### config.mk
export PLATFORM = sky130hd
export DESIGN_NAME = linear_key_value_table_top
export DESIGN_NICKNAME = d
export VERILOG_FILES = /design/src/lkvt_pkg.sv /design/src/lkvt_ram.sv /design/src/linear_key_value_table_top.sv
export SDC_FILE = /design/constraint.sdc
export NUM_CORES = 1
export LEC_CHECK = 0
export ABC_AREA = 1
export BUFFER_PORTS_ARGS = -buffer_cell sky130_fd_sc_hd__buf_2
export CAP_MARGIN = 20
export CORE_AREA = 2 2 308 310
export CTS_CLUSTER_DIAMETER = 80
export DETAILED_ROUTE_END_ITERATION = 8
export DIE_AREA = 0 0 310 312
export HOLD_SLACK_MARGIN = 0.03
export PLACE_DENSITY_LB_ADDON = 0.15
export SLEW_MARGIN = 10
export SYNTH_ARGS = -nofsm -noshare
export SYNTH_HDL_FRONTEND = slang
export SYNTH_SLANG_ARGS = --single-unit
### constraint.sdc
create_clock -name clk -period 3.3 [get_ports clk]
set_input_delay 0.165 -clock clk [delete_from_list [all_inputs] [get_ports clk]]
set_output_delay 0.165 -clock clk [all_outputs]
set_load 0.1 [all_outputs]
### src/lkvt_pkg.sv
// Package for the linear key/value table: sizes, command and status codes,
// and the sequencer state type. Depends on nothing; the top level and the testbench use it.
package lkvt_pkg;

    localparam int DEPTH  = 16;
    localparam int ADDR_W = $clog2(DEPTH);
    localparam int CNT_W  = $clog2(DEPTH + 1);
    localparam int KEY_W  = 32;
    localparam int VAL_W  = 32;
    localparam int CAP_W  = 5;

    localparam logic [CAP_W-1:0] CAP_RESET = CAP_W'(10);

    localparam logic [1:0] CMD_INSERT = 2'd0;
    localparam logic [1:0] CMD_FIND   = 2'd1;
    localparam logic [1:0] CMD_UPDATE = 2'd2;
    localparam logic [1:0] CMD_DELETE = 2'd3;

    localparam logic [1:0] STAT_OK   = 2'd0;
    localparam logic [1:0] STAT_DUP  = 2'd1;
    localparam logic [1:0] STAT_FULL = 2'd2;
    localparam logic [1:0] STAT_MISS = 2'd3;

    typedef enum logic [2:0] {
        ST_IDLE,
        ST_SCAN,
        ST_DECIDE,
        ST_VWAIT,
        ST_SHIFT,
        ST_RESP
    } state_t;

endpackage

### src/lkvt_ram.sv
// Generic single-write, single-read RAM with a registered read port.
// Depends on nothing.
module lkvt_ram #(
    parameter int WIDTH = 32,
    parameter int DEPTH = 16
) (
    input  logic                     clk,
    input  logic                     wr_en,
    input  logic [$clog2(DEPTH)-1:0] wr_addr,
    input  logic [WIDTH-1:0]         wr_data,
    input  logic [$clog2(DEPTH)-1:0] rd_addr,
    output logic [WIDTH-1:0]         rd_data
);

    logic [WIDTH-1:0] mem [DEPTH];

    always_ff @(posedge clk)
    begin
        if (wr_en)
        begin
            mem[wr_addr] <= wr_data;
        end
        rd_data <= mem[rd_addr];
    end

endmodule

### src/linear_key_value_table_top.sv
// Sequencing: an insert into a full table goes straight to the reply, and an empty table
// skips the scan; otherwise the key scan reads one entry per cycle until the key is found
// or all entries are read. A find that hits then reads the value; a delete that hits moves
// the later entries down one slot. Throughput: one item at a time; the next command is
// accepted once the reply is in the result register, and result_stall can hold the reply.
// Reset (rst_n, asynchronous, active low): count to zero, limit to 10, sequencer to idle.
//
// Top level of the linear key/value table. Depends on lkvt_pkg and lkvt_ram.
module linear_key_value_table_top (
    input  logic                         clk,
    input  logic                         rst_n,
    // Configuration: the capacity limit register.
    input  logic                         cfg_we,
    input  logic [lkvt_pkg::CAP_W-1:0]   cfg_wdata,
    // Command channel.
    input  logic                         item_valid,
    output logic                         item_stall,
    input  logic [1:0]                   cmd,
    input  logic signed [31:0]           key,
    input  logic signed [31:0]           value,
    // Result channel.
    output logic                         result_valid,
    input  logic                         result_stall,
    output logic [1:0]                   status,
    output logic signed [31:0]           found_value,
    output logic [4:0]                   entry_count
);

    localparam int AW = lkvt_pkg::ADDR_W;
    localparam int CW = lkvt_pkg::CNT_W;

    lkvt_pkg::state_t state_reg, state_next;

    logic [1:0]                  cmd_reg, cmd_next;
    logic [lkvt_pkg::KEY_W-1:0]  key_reg, key_next;
    logic [lkvt_pkg::VAL_W-1:0]  val_reg, val_next;
    logic [CW-1:0]               count_reg, count_next;
    logic [lkvt_pkg::CAP_W-1:0]  cap_reg, cap_next;

    // The index counter walks the store during the scan and again during the
    // delete shift, where it points at the entry being read for the move.
    logic [CW-1:0]               idx_reg, idx_next;
    // One read is in flight: during the scan its slot is compared next cycle,
    // during the shift its data is written one slot lower next cycle.
    logic                        pend_reg, pend_next;
    logic [AW-1:0]               pend_idx_reg, pend_idx_next;

    logic                        hit_reg, hit_next;
    logic [AW-1:0]               pos_reg, pos_next;
    logic [1:0]                  st_reg, st_next;
    logic [lkvt_pkg::VAL_W-1:0]  found_reg, found_next;

    logic                        out_valid_reg, out_valid_next;
    logic [1:0]                  out_status_reg, out_status_next;
    logic [lkvt_pkg::VAL_W-1:0]  out_found_reg, out_found_next;
    logic [CW-1:0]               out_count_reg, out_count_next;

    // Shared RAM port controls.
    logic [AW-1:0]               rd_addr;
    logic [AW-1:0]               wr_addr;
    logic                        key_we;
    logic                        val_we;
    logic [lkvt_pkg::KEY_W-1:0]  key_wdata;
    logic [lkvt_pkg::VAL_W-1:0]  val_wdata;
    logic [lkvt_pkg::KEY_W-1:0]  key_rdata;
    logic [lkvt_pkg::VAL_W-1:0]  val_rdata;

    logic                        item_acc;
    logic                        out_free;
    logic [CW-1:0]               limit;
    logic                        is_full;
    logic                        issue;
    logic                        match;
    logic                        walk_done;

    lkvt_ram #(
        .WIDTH (lkvt_pkg::KEY_W),
        .DEPTH (lkvt_pkg::DEPTH)
    ) u_key_ram (
        .clk     (clk),
        .wr_en   (key_we),
        .wr_addr (wr_addr),
        .wr_data (key_wdata),
        .rd_addr (rd_addr),
        .rd_data (key_rdata)
    );

    lkvt_ram #(
        .WIDTH (lkvt_pkg::VAL_W),
        .DEPTH (lkvt_pkg::DEPTH)
    ) u_val_ram (
        .clk     (clk),
        .wr_en   (val_we),
        .wr_addr (wr_addr),
        .wr_data (val_wdata),
        .rd_addr (rd_addr),
        .rd_data (val_rdata)
    );

    // The command side is open whenever the sequencer is idle; a result that
    // still waits in the output register does not hold back the next command.
    assign item_stall = (state_reg != lkvt_pkg::ST_IDLE);
    assign item_acc   = item_valid && !item_stall;
    assign out_free   = !out_valid_reg || !result_stall;

    // The limit in force is the register capped at the store depth.
    assign limit   = (CW'(cap_reg) < CW'(lkvt_pkg::DEPTH)) ? CW'(cap_reg)
                                                           : CW'(lkvt_pkg::DEPTH);
    assign is_full = (count_reg >= limit);

    assign issue     = (idx_reg < count_reg);
    assign match     = pend_reg && (key_rdata == key_reg);
    assign walk_done = !issue && !pend_reg;

    // Next-state logic of the sequencer.
    always_comb
    begin
        state_next = state_reg;
        unique case (state_reg)
            lkvt_pkg::ST_IDLE:
            begin
                if (item_acc)
                begin
                    if ((cmd == lkvt_pkg::CMD_INSERT) && is_full)
                        state_next = lkvt_pkg::ST_RESP;
                    else if (count_reg == '0)
                        state_next = lkvt_pkg::ST_DECIDE;
                    else
                        state_next = lkvt_pkg::ST_SCAN;
                end
            end
            lkvt_pkg::ST_SCAN:
            begin
                if (match || walk_done)
                    state_next = lkvt_pkg::ST_DECIDE;
            end
            lkvt_pkg::ST_DECIDE:
            begin
                if (hit_reg && (cmd_reg == lkvt_pkg::CMD_FIND))
                    state_next = lkvt_pkg::ST_VWAIT;
                else if (hit_reg && (cmd_reg == lkvt_pkg::CMD_DELETE))
                    state_next = lkvt_pkg::ST_SHIFT;
                else
                    state_next = lkvt_pkg::ST_RESP;
            end
            lkvt_pkg::ST_VWAIT:
            begin
                state_next = lkvt_pkg::ST_RESP;
            end
            lkvt_pkg::ST_SHIFT:
            begin
                if (walk_done)
                    state_next = lkvt_pkg::ST_RESP;
            end
            lkvt_pkg::ST_RESP:
            begin
                if (out_free)
                    state_next = lkvt_pkg::ST_IDLE;
            end
            default:
            begin
                state_next = lkvt_pkg::ST_IDLE;
            end
        endcase
    end

    // Datapath and RAM control for each state.
    always_comb
    begin
        cmd_next      = cmd_reg;
        key_next      = key_reg;
        val_next      = val_reg;
        count_next    = count_reg;
        cap_next      = cap_reg;
        idx_next      = idx_reg;
        pend_next     = pend_reg;
        pend_idx_next = pend_idx_reg;
        hit_next      = hit_reg;
        pos_next      = pos_reg;
        st_next       = st_reg;
        found_next    = found_reg;

        out_valid_next  = out_valid_reg && result_stall;
        out_status_next = out_status_reg;
        out_found_next  = out_found_reg;
        out_count_next  = out_count_reg;

        rd_addr   = '0;
        wr_addr   = pos_reg;
        key_we    = 1'b0;
        val_we    = 1'b0;
        key_wdata = key_reg;
        val_wdata = val_reg;

        if (cfg_we)
            cap_next = cfg_wdata;

        unique case (state_reg)
            lkvt_pkg::ST_IDLE:
            begin
                if (item_acc)
                begin
                    cmd_next   = cmd;
                    key_next   = $unsigned(key);
                    val_next   = $unsigned(value);
                    idx_next   = '0;
                    pend_next  = 1'b0;
                    hit_next   = 1'b0;
                    found_next = '0;
                    // A full table wins over a duplicate key on insert.
                    st_next    = ((cmd == lkvt_pkg::CMD_INSERT) && is_full)
                                 ? lkvt_pkg::STAT_FULL : lkvt_pkg::STAT_OK;
                end
            end
            lkvt_pkg::ST_SCAN:
            begin
                if (match)
                begin
                    hit_next  = 1'b1;
                    pos_next  = pend_idx_reg;
                    pend_next = 1'b0;
                end
                else
                begin
                    pend_next = issue;
                    if (issue)
                    begin
                        rd_addr       = idx_reg[AW-1:0];
                        pend_idx_next = idx_reg[AW-1:0];
                        idx_next      = idx_reg + CW'(1);
                    end
                end
            end
            lkvt_pkg::ST_DECIDE:
            begin
                unique case (cmd_reg)
                    lkvt_pkg::CMD_INSERT:
                    begin
                        if (hit_reg)
                        begin
                            st_next = lkvt_pkg::STAT_DUP;
                        end
                        else
                        begin
                            // The count is below the limit here, so it fits the address.
                            wr_addr    = count_reg[AW-1:0];
                            key_we     = 1'b1;
                            val_we     = 1'b1;
                            count_next = count_reg + CW'(1);
                        end
                    end
                    lkvt_pkg::CMD_FIND:
                    begin
                        if (hit_reg)
                            rd_addr = pos_reg;
                        else
                            st_next = lkvt_pkg::STAT_MISS;
                    end
                    lkvt_pkg::CMD_UPDATE:
                    begin
                        if (hit_reg)
                            val_we = 1'b1;
                        else
                            st_next = lkvt_pkg::STAT_MISS;
                    end
                    lkvt_pkg::CMD_DELETE:
                    begin
                        if (hit_reg)
                        begin
                            idx_next  = CW'(pos_reg) + CW'(1);
                            pend_next = 1'b0;
                        end
                        else
                        begin
                            st_next = lkvt_pkg::STAT_MISS;
                        end
                    end
                endcase
            end
            lkvt_pkg::ST_VWAIT:
            begin
                found_next = val_rdata;
            end
            lkvt_pkg::ST_SHIFT:
            begin
                // Read slot idx while the entry read last cycle lands one slot
                // below where it came from. Only occupied slots move.
                if (pend_reg)
                begin
                    wr_addr   = pend_idx_reg;
                    key_wdata = key_rdata;
                    val_wdata = val_rdata;
                    key_we    = 1'b1;
                    val_we    = 1'b1;
                end
                pend_next = issue;
                if (issue)
                begin
                    rd_addr       = idx_reg[AW-1:0];
                    pend_idx_next = idx_reg[AW-1:0] - AW'(1);
                    idx_next      = idx_reg + CW'(1);
                end
                else if (!pend_reg)
                begin
                    count_next = count_reg - CW'(1);
                end
            end
            lkvt_pkg::ST_RESP:
            begin
                if (out_free)
                begin
                    out_valid_next  = 1'b1;
                    out_status_next = st_reg;
                    out_found_next  = found_reg;
                    out_count_next  = count_reg;
                end
            end
            default:
            begin
            end
        endcase
    end

    always_ff @(posedge clk or negedge rst_n)
    begin
        if (!rst_n)
        begin
            state_reg     <= lkvt_pkg::ST_IDLE;
            count_reg     <= '0;
            cap_reg       <= lkvt_pkg::CAP_RESET;
            pend_reg      <= 1'b0;
            hit_reg       <= 1'b0;
            out_valid_reg <= 1'b0;
        end
        else
        begin
            state_reg     <= state_next;
            count_reg     <= count_next;
            cap_reg       <= cap_next;
            pend_reg      <= pend_next;
            hit_reg       <= hit_next;
            out_valid_reg <= out_valid_next;
        end
    end

    // Payload registers carry no reset.
    always_ff @(posedge clk)
    begin
        cmd_reg        <= cmd_next;
        key_reg        <= key_next;
        val_reg        <= val_next;
        idx_reg        <= idx_next;
        pend_idx_reg   <= pend_idx_next;
        pos_reg        <= pos_next;
        st_reg         <= st_next;
        found_reg      <= found_next;
        out_status_reg <= out_status_next;
        out_found_reg  <= out_found_next;
        out_count_reg  <= out_count_next;
    end

    assign result_valid = out_valid_reg;
    assign status       = out_status_reg;
    assign found_value  = $signed(out_found_reg);
    assign entry_count  = 5'(out_count_reg);

`ifndef SYNTHESIS
    a_count_bound: assert property (@(posedge clk) disable iff (!rst_n)
        count_reg <= CW'(lkvt_pkg::DEPTH))
        else $error("entry count exceeds the store depth");

    a_shift_nonempty: assert property (@(posedge clk) disable iff (!rst_n)
        (state_reg == lkvt_pkg::ST_SHIFT) |-> (count_reg != '0))
        else $error("delete shift running on an empty table");

    a_found_only_ok: assert property (@(posedge clk) disable iff (!rst_n)
        (result_valid && (found_value != '0)) |-> (status == lkvt_pkg::STAT_OK))
        else $error("nonzero found value with a failing status");

    a_accept_leaves_idle: assert property (@(posedge clk) disable iff (!rst_n)
        item_acc |=> (state_reg != lkvt_pkg::ST_IDLE))
        else $error("accepted command did not start the sequencer");
`endif

endmodule

* Word level (Yosys, flattened, before mapping)
Memories as Yosys holds them, arrays and structs flattened. A register that Yosys moved wholly into a read port is not among the register bits.
Index checks and enable logic that the tools add are counted.
** Storage, ports and cells
- Flip-flop bits (word level) :: 168
- Bits in latches :: 0
- Bits in writable memories :: 1024
- Bits in read-only memories :: 0
- Bits of input ports :: 76
- Output and inout bits :: 41
- Logic and storage cells :: 155
- Memories kept :: 2
** Cells by class
- Add/sub/neg operators :: 5
- Multipliers :: 0
- Divide/modulo/power cells :: 0
- Order comparisons :: 3
- Equality and inequality tests :: 25
- Shift operators :: 0
- Muxes and demuxes :: 66
- Bitwise gates (word level) :: 0
- Reductions and logical operators :: 37
** Memory list
- u_key_ram.mem :: words 16, width 32, rd ports 1, clocked after Yosys merged registers in 1, write ports 1, RTL line lkvt_ram.sv:15 : logic [WIDTH-1:0] mem [DEPTH];
- u_val_ram.mem :: words 16, width 32, rd ports 1, clocked after Yosys merged registers in 1, write ports 1, RTL line lkvt_ram.sv:15
** Operator list (count)
- 32-bit 2-to-1 mux :: 5
- 32-bit case mux with 2 select lines :: 1
- 5-bit 2-to-1 mux :: 10
- 4-bit 2-to-1 mux :: 10
- 32-bit == test :: 1
- 2-bit inequality test (second input constant) :: 13
- 5-bit case mux with 4 select lines :: 1
- 3-bit 2-to-1 mux :: 6
- 3-bit case mux with 6 select lines :: 1
- 1-bit 2-to-1 mux :: 16
- 4-bit case mux with 2 select lines :: 2
- 4-bit AND reduction :: 4
- 4-bit case mux with 3 select lines :: 1
- 5-bit by 1-bit adder with 5-bit output (second input constant) :: 2
- 2-bit 2-to-1 mux :: 5
- 5-bit case mux with 2 select lines :: 1
- 5-bit AND reduction :: 2
- 2-bit nonzero test :: 5
- 1-bit case mux with 2 select lines :: 4
- 2-bit case mux with 2 select lines :: 2
- 2-bit AND reduction :: 4
- 1-bit logical AND :: 7
- 3-bit by 2-bit == test with 1-bit output (second input constant) :: 2
- 3-bit == test (second input constant) :: 2
- 21 further kinds :: 29

* Longest topological paths before layout
- Depth after elaboration :: 7
- Depth in mapped cells :: 20
- Depth with buffers taken out :: 17

* Cells and area by module
A second synthesis with hierarchy kept.
** Unflattened totals
- Cells, all modules :: 5016
- Area total of the unflattened synthesis :: 53262.3 um2
** Modules (own cells, without submodules)
- lkvt_ram :: times used 2, cells an instance 2120, area each 22730.6 um2
- linear_key_value_table_top :: times used 1, cells an instance 776, area each 7801.2 um2

* Worst setup path before layout
No wires, ideal clock.
- Path kind :: register -> register
- Start point :: register state_reg[0]
- End point :: memory u_key_ram.mem[0][0] (enable)
- Library setup time :: 0.421 ns
- Data arrival time :: 3.215 ns
- Slack :: -0.336 ns
- Cell stages (with the launch flop) :: 12
- Clock period less this slack :: 3.636 ns
- Cells stage by stage :: dfrtp_1 > nor3_2 > buf_4 > inv_2 > nor2_8 > nor2_1 > buf_2 > a21oi_2 > inv_2 > nor2_1 > nand2_1 > nor2_1
** On the way
- Longest elaborated chain between the ends :: 4
- Elaborated cells between the ends (all ways) :: 6
- Classes of those cells :: eq/ne (2); mux (4)
** RTL lines
- from (decl) :: RTL line linear_key_value_table_top.sv:32 : lkvt_pkg::state_t state_reg, state_next;
- from (signal assigned) :: RTL line linear_key_value_table_top.sv:328 : state_reg <= lkvt_pkg::ST_IDLE;
- from (signal assigned) :: RTL line linear_key_value_table_top.sv:337 : state_reg <= state_next;
- 3-bit == test / 3-bit by 2-bit == test with 1-bit output (equally long branches) :: RTL line linear_key_value_table_top.sv:198 : unique case (state_reg)
- 1-bit case mux with 2 select lines :: RTL line linear_key_value_table_top.sv:198
- 1-bit 2-to-1 mux :: RTL line lkvt_ram.sv:19 : if (wr_en)
- 1-bit 2-to-1 mux (implied by the code) :: RTL line lkvt_ram.sv:21 : mem[wr_addr] <= wr_data;
- to (decl) :: RTL line lkvt_ram.sv:15
Parallel ways exist; a longest one is shown, timed or not.

* Worst setup path after layout
- Start point :: register key_reg[8] in the netlist's numbering
- End point :: register u_val_ram.rd_data[8], read port of u_val_ram.mem
** On the way
- Longest elaborated chain between the ends :: 4
** RTL lines
- from (decl) :: RTL line linear_key_value_table_top.sv:35 : logic [lkvt_pkg::KEY_W-1:0] key_reg, key_next;
- from (signal assigned) :: RTL line linear_key_value_table_top.sv:350 : key_reg <= key_next;
- 32-bit == test :: RTL line linear_key_value_table_top.sv:112 : assign match = pend_reg && (key_rdata == key_reg);
- 1-bit logical AND :: RTL line linear_key_value_table_top.sv:112
- 4-bit 2-to-1 mux :: RTL line linear_key_value_table_top.sv:217 : if (match)
- 4-bit case mux with 3 select lines :: RTL line linear_key_value_table_top.sv:198
- to (decl) :: RTL line lkvt_ram.sv:12 : output logic [WIDTH-1:0] rd_data
No other way between the ends.
A chain may end at the register's enable or synchronous reset.

==> flow_summary_export.csv <==
group,metric,value,unit
cells_and_area,drive_above_1_share,12.4,%
grt,grt_pass1_wl,202000,um
power_and_ir_drop,p_sw_share,35.0,%
cells_and_area,fin_area,59900,um2
floorplan,die_w,310,um
worst_setup_path,cp_common_cell,"nand2_1",
worst_setup_path,worst_path_largest_cell_delay,0.40,ns
power_and_ir_drop,ir_drop,0.713,mV
power_and_ir_drop,leakagePower,22.0,nW
timing,timing.max_slew.rel_slack,46.6,%
timing,min_period,3.13,ns
cts,cts.path.max_buffers,3,
cells_and_area,reg_top3,"u_key_ram.mem: 512 flops, u_val_ram.mem: 512 flops",
worst_setup_path,cp_slowest_cell,"edfxtp_1",
synthesis,yosysTopAreaCell,"edfxtp_1",
power_and_ir_drop,p_per_area,853,nW/um2
drt,routed_wl,135000,um
cts,clkLatencyLatePin,0.75,ns
synthesis,synth-main-ff-cell,"edfxtp_1",
worst_setup_path,reg2regPathDepth,15,
timing,finalSetupViolCount,0,
worst_setup_path,r2r_setup_slack,0.17,ns
synthesis,ys_seq_elements,1256,
grt,grt_pass1_vias,33761,
placed_design,dpl_cell_area,54600,um2
cts,cts-root-buf,"clkbuf_16",
synthesis,async_reset_ff_share,1.27,%
drt,wl_per_cell,22.7,um
floorplan,io-pin-count,117,
placed_design,port-buffer-count,116,
worst_setup_path,arrival,3.75,ns
cells_and_area,diodes,0,
cells_and_area,nNetsFinal,4653,
hold_path,holdCritPathClass,"primary input to register",
grt,grt_max_degree,113,
worst_setup_path,criticalPathCategory,"register to register",
synthesis,synth.yosys.seq_area_share,72.4,%
floorplan,core,93000,um2
floorplan,dieArea,96700,um2
drt,postRouteAntennaNets,0,
grt,grt_overflow_total,0,
power_and_ir_drop,p_comb_share,32.1,%
synthesis,ys_warn_count,0,
worst_setup_path,crit_chain,"xnor2_1 -> nand2_1 -> nor2_1 -> nand2_1 -> nor2_1 -> nand3_1 -> nand3_1 -> nand2_4 -> inv_8 -> buf_12 -> nand3_1 -> nand3_1 -> nand2_1 -> nand2_1 -> nand2_1",
cells_and_area,area_growth,17.3,%
placed_design,finalWeightedCongestion,0.824,
worst_setup_path,cp-end-kind,"register",
synthesis,syn_area,51100,um2
timing,clock.fmax,0.320,GHz
worst_setup_path,worstPathRequired,3.93,ns
status,status,"complete, no violations",
power_and_ir_drop,p_total,51.1,mW
floorplan,start_util,54.9,%
cts,htree_levels,4,
cells_and_area,stdcell_count,5925,
flow_run,cap_violations,0,
placed_design,dp.cells,5582,
timing,fin_skew,0.0227,ns
cts,clk_pin_slew,0.06,ns
synthesis,yosys-top-cells-area,"edfxtp_1 69%, nand3_1 13%, nand2_1 7.2%, dfxtp_1 2.5%, buf_2 1.7%",
hold_path,hold_depth,2,
grt,antenna_found_initial,0,
timing,worst_pin_slew,0.799,ns
synthesis,syn_nets,4416,
floorplan,placementRows,112,
cts,cts.sinks,1256,
drt,drt_iter0_markers,3846,
power_and_ir_drop,seqPwrFrac,39.8,%
synthesis,avgSynthCellArea,11.8,um2
placed_design,dp_hpwl,68500,um
timing,fin_crit_sh,94.7,%
power_and_ir_drop,p_switching,17.9,mW
cells_and_area,final_core_util,64.4,%
floorplan,dieHeight,312,um
synthesis,synthTopCellsByCount,"1362 x nand3_1, 1176 x edfxtp_1, 983 x nand2_1, 171 x buf_2, 127 x nor2_1",
power_and_ir_drop,p_clk_share,28.1,%
synthesis,synthCells,4325,
power_and_ir_drop,cell_internal_pwr,33.2,mW
cts,cts_tree,"yes",
drt,vias_per_cell,5.85,
cts,numCtsBuffers,132,
grt,grt_use_total,27.6,%
timing,final_hold_viol_count,0,
synthesis,ys_types,40,
timing,tns,0,ns
drt,firstDrtPassIters,6,
timing,finalMaxSlewViolations,0,
synthesis,yosysTopAreaCellShare,69.1,%
synthesis,synth-edff-count,1176,
drt,vias,34664,
synthesis,synth.most_common_cell,"nand3_1",
worst_setup_path,start_kind,"register",
drt,drc,0,
worst_setup_path,cp_max_fo,73,
[layout by cell type (no fill, tap or decap), types with 87 or more instances in the layout]
cell type,count
nand3_1,1360
edfxtp_1,1176
o21ai_0,90
nand2_1,979
clkbuf_16,139
nor2_1,93
buf_4,104
inv_1,113
buf_12,87
buf_2,116
[logic make-up (layout without fill, tap and decap cells)]
logic type      count (synthesis)  count (layout)  synth area share [%]
simple gates                 2488            2490                  21.7
mux                             5               5                 0.108
buf+inv                       419             763                  3.64
fa+ha+maj                      15              15                 0.382
flops                        1256            1256                  72.4
xor+xnor                       26              26                 0.446
compound gates                116             116                  1.23
[worst paths after layout]
kind                                              from                           end
setup / recovery                  key_reg[8]$_DFFE_PP_  u_val_ram.rd_data[8]$_DFF_P_
hold reg to reg            found_reg[20]$_SDFFCE_PN0P_     found_value[20]$_DFFE_PP_
min in group asynchronous                        rst_n        cap_reg[3]$_DFFE_PN1P_
hold / removal                               value[25]         val_reg[25]$_DFFE_PP_
max in group asynchronous                        rst_n      count_reg[3]$_DFFE_PN0P_
setup reg to reg                  key_reg[8]$_DFFE_PP_  u_val_ram.rd_data[8]$_DFF_P_
[critical path, delay by kind of cell (launching register included)]
family / cells / cell delay, ns
and+or+nand+nor: 12 / 1.87
xor gates and xnor gates: 1 / 0.22
buffers and inverters: 2 / 0.45
DFF: 1 / 0.40
[metrics by stage]
| stage | setup slack (ns) | hold slack (ns) |
|---|---|---|
| after floorplan | -0.336 | -0.131 |
| after global placement | 0.0315 | 0.134 |
| after detailed placement | 0.0472 | 0.128 |
| after CTS | 0.00280 | 0.0943 |
| after global routing | -0.00390 | 0.112 |
| final | 0.174 | 0.129 |
[power by group through the flow]
stage               Sequential, mW  Combinational (mW)  Clock [mW]
finish                        20.3                16.4        14.3
global route                  20.4                18.1        15.1
floorplan                     21.2                9.90           0
CTS                           20.3                16.1        14.5
detailed placement            20.7                15.9           0
global placement              20.6                15.7           0
[cell type report]
type                    instances  area (um2)
clock inverters                51         412
multi-input cells            2652       12600
clock buffers                 192        3790
repair buffers                394        4040
fillers                      7122       33200
inverters                     126         490
well taps                    1254        1570
flip-flops and latches       1256       37000
[metal layers]
metal / share of wire [%] / global-route usage (%)
met3: 7.3 / 4.20
met1: 41 / 37.3
met2: 49 / 45.9
met4: 2.8 / 9.62
met5: 0 / 0
[repair_timing]
action,in CTS,in global routing
endpoints found under the hold margin,94,0
hold buffers,83,0
resized for setup,0,3
buffers inserted,0,13
endpoints found under the setup margin,0,64
Note: power is estimated with default switching activity, not from simulation.
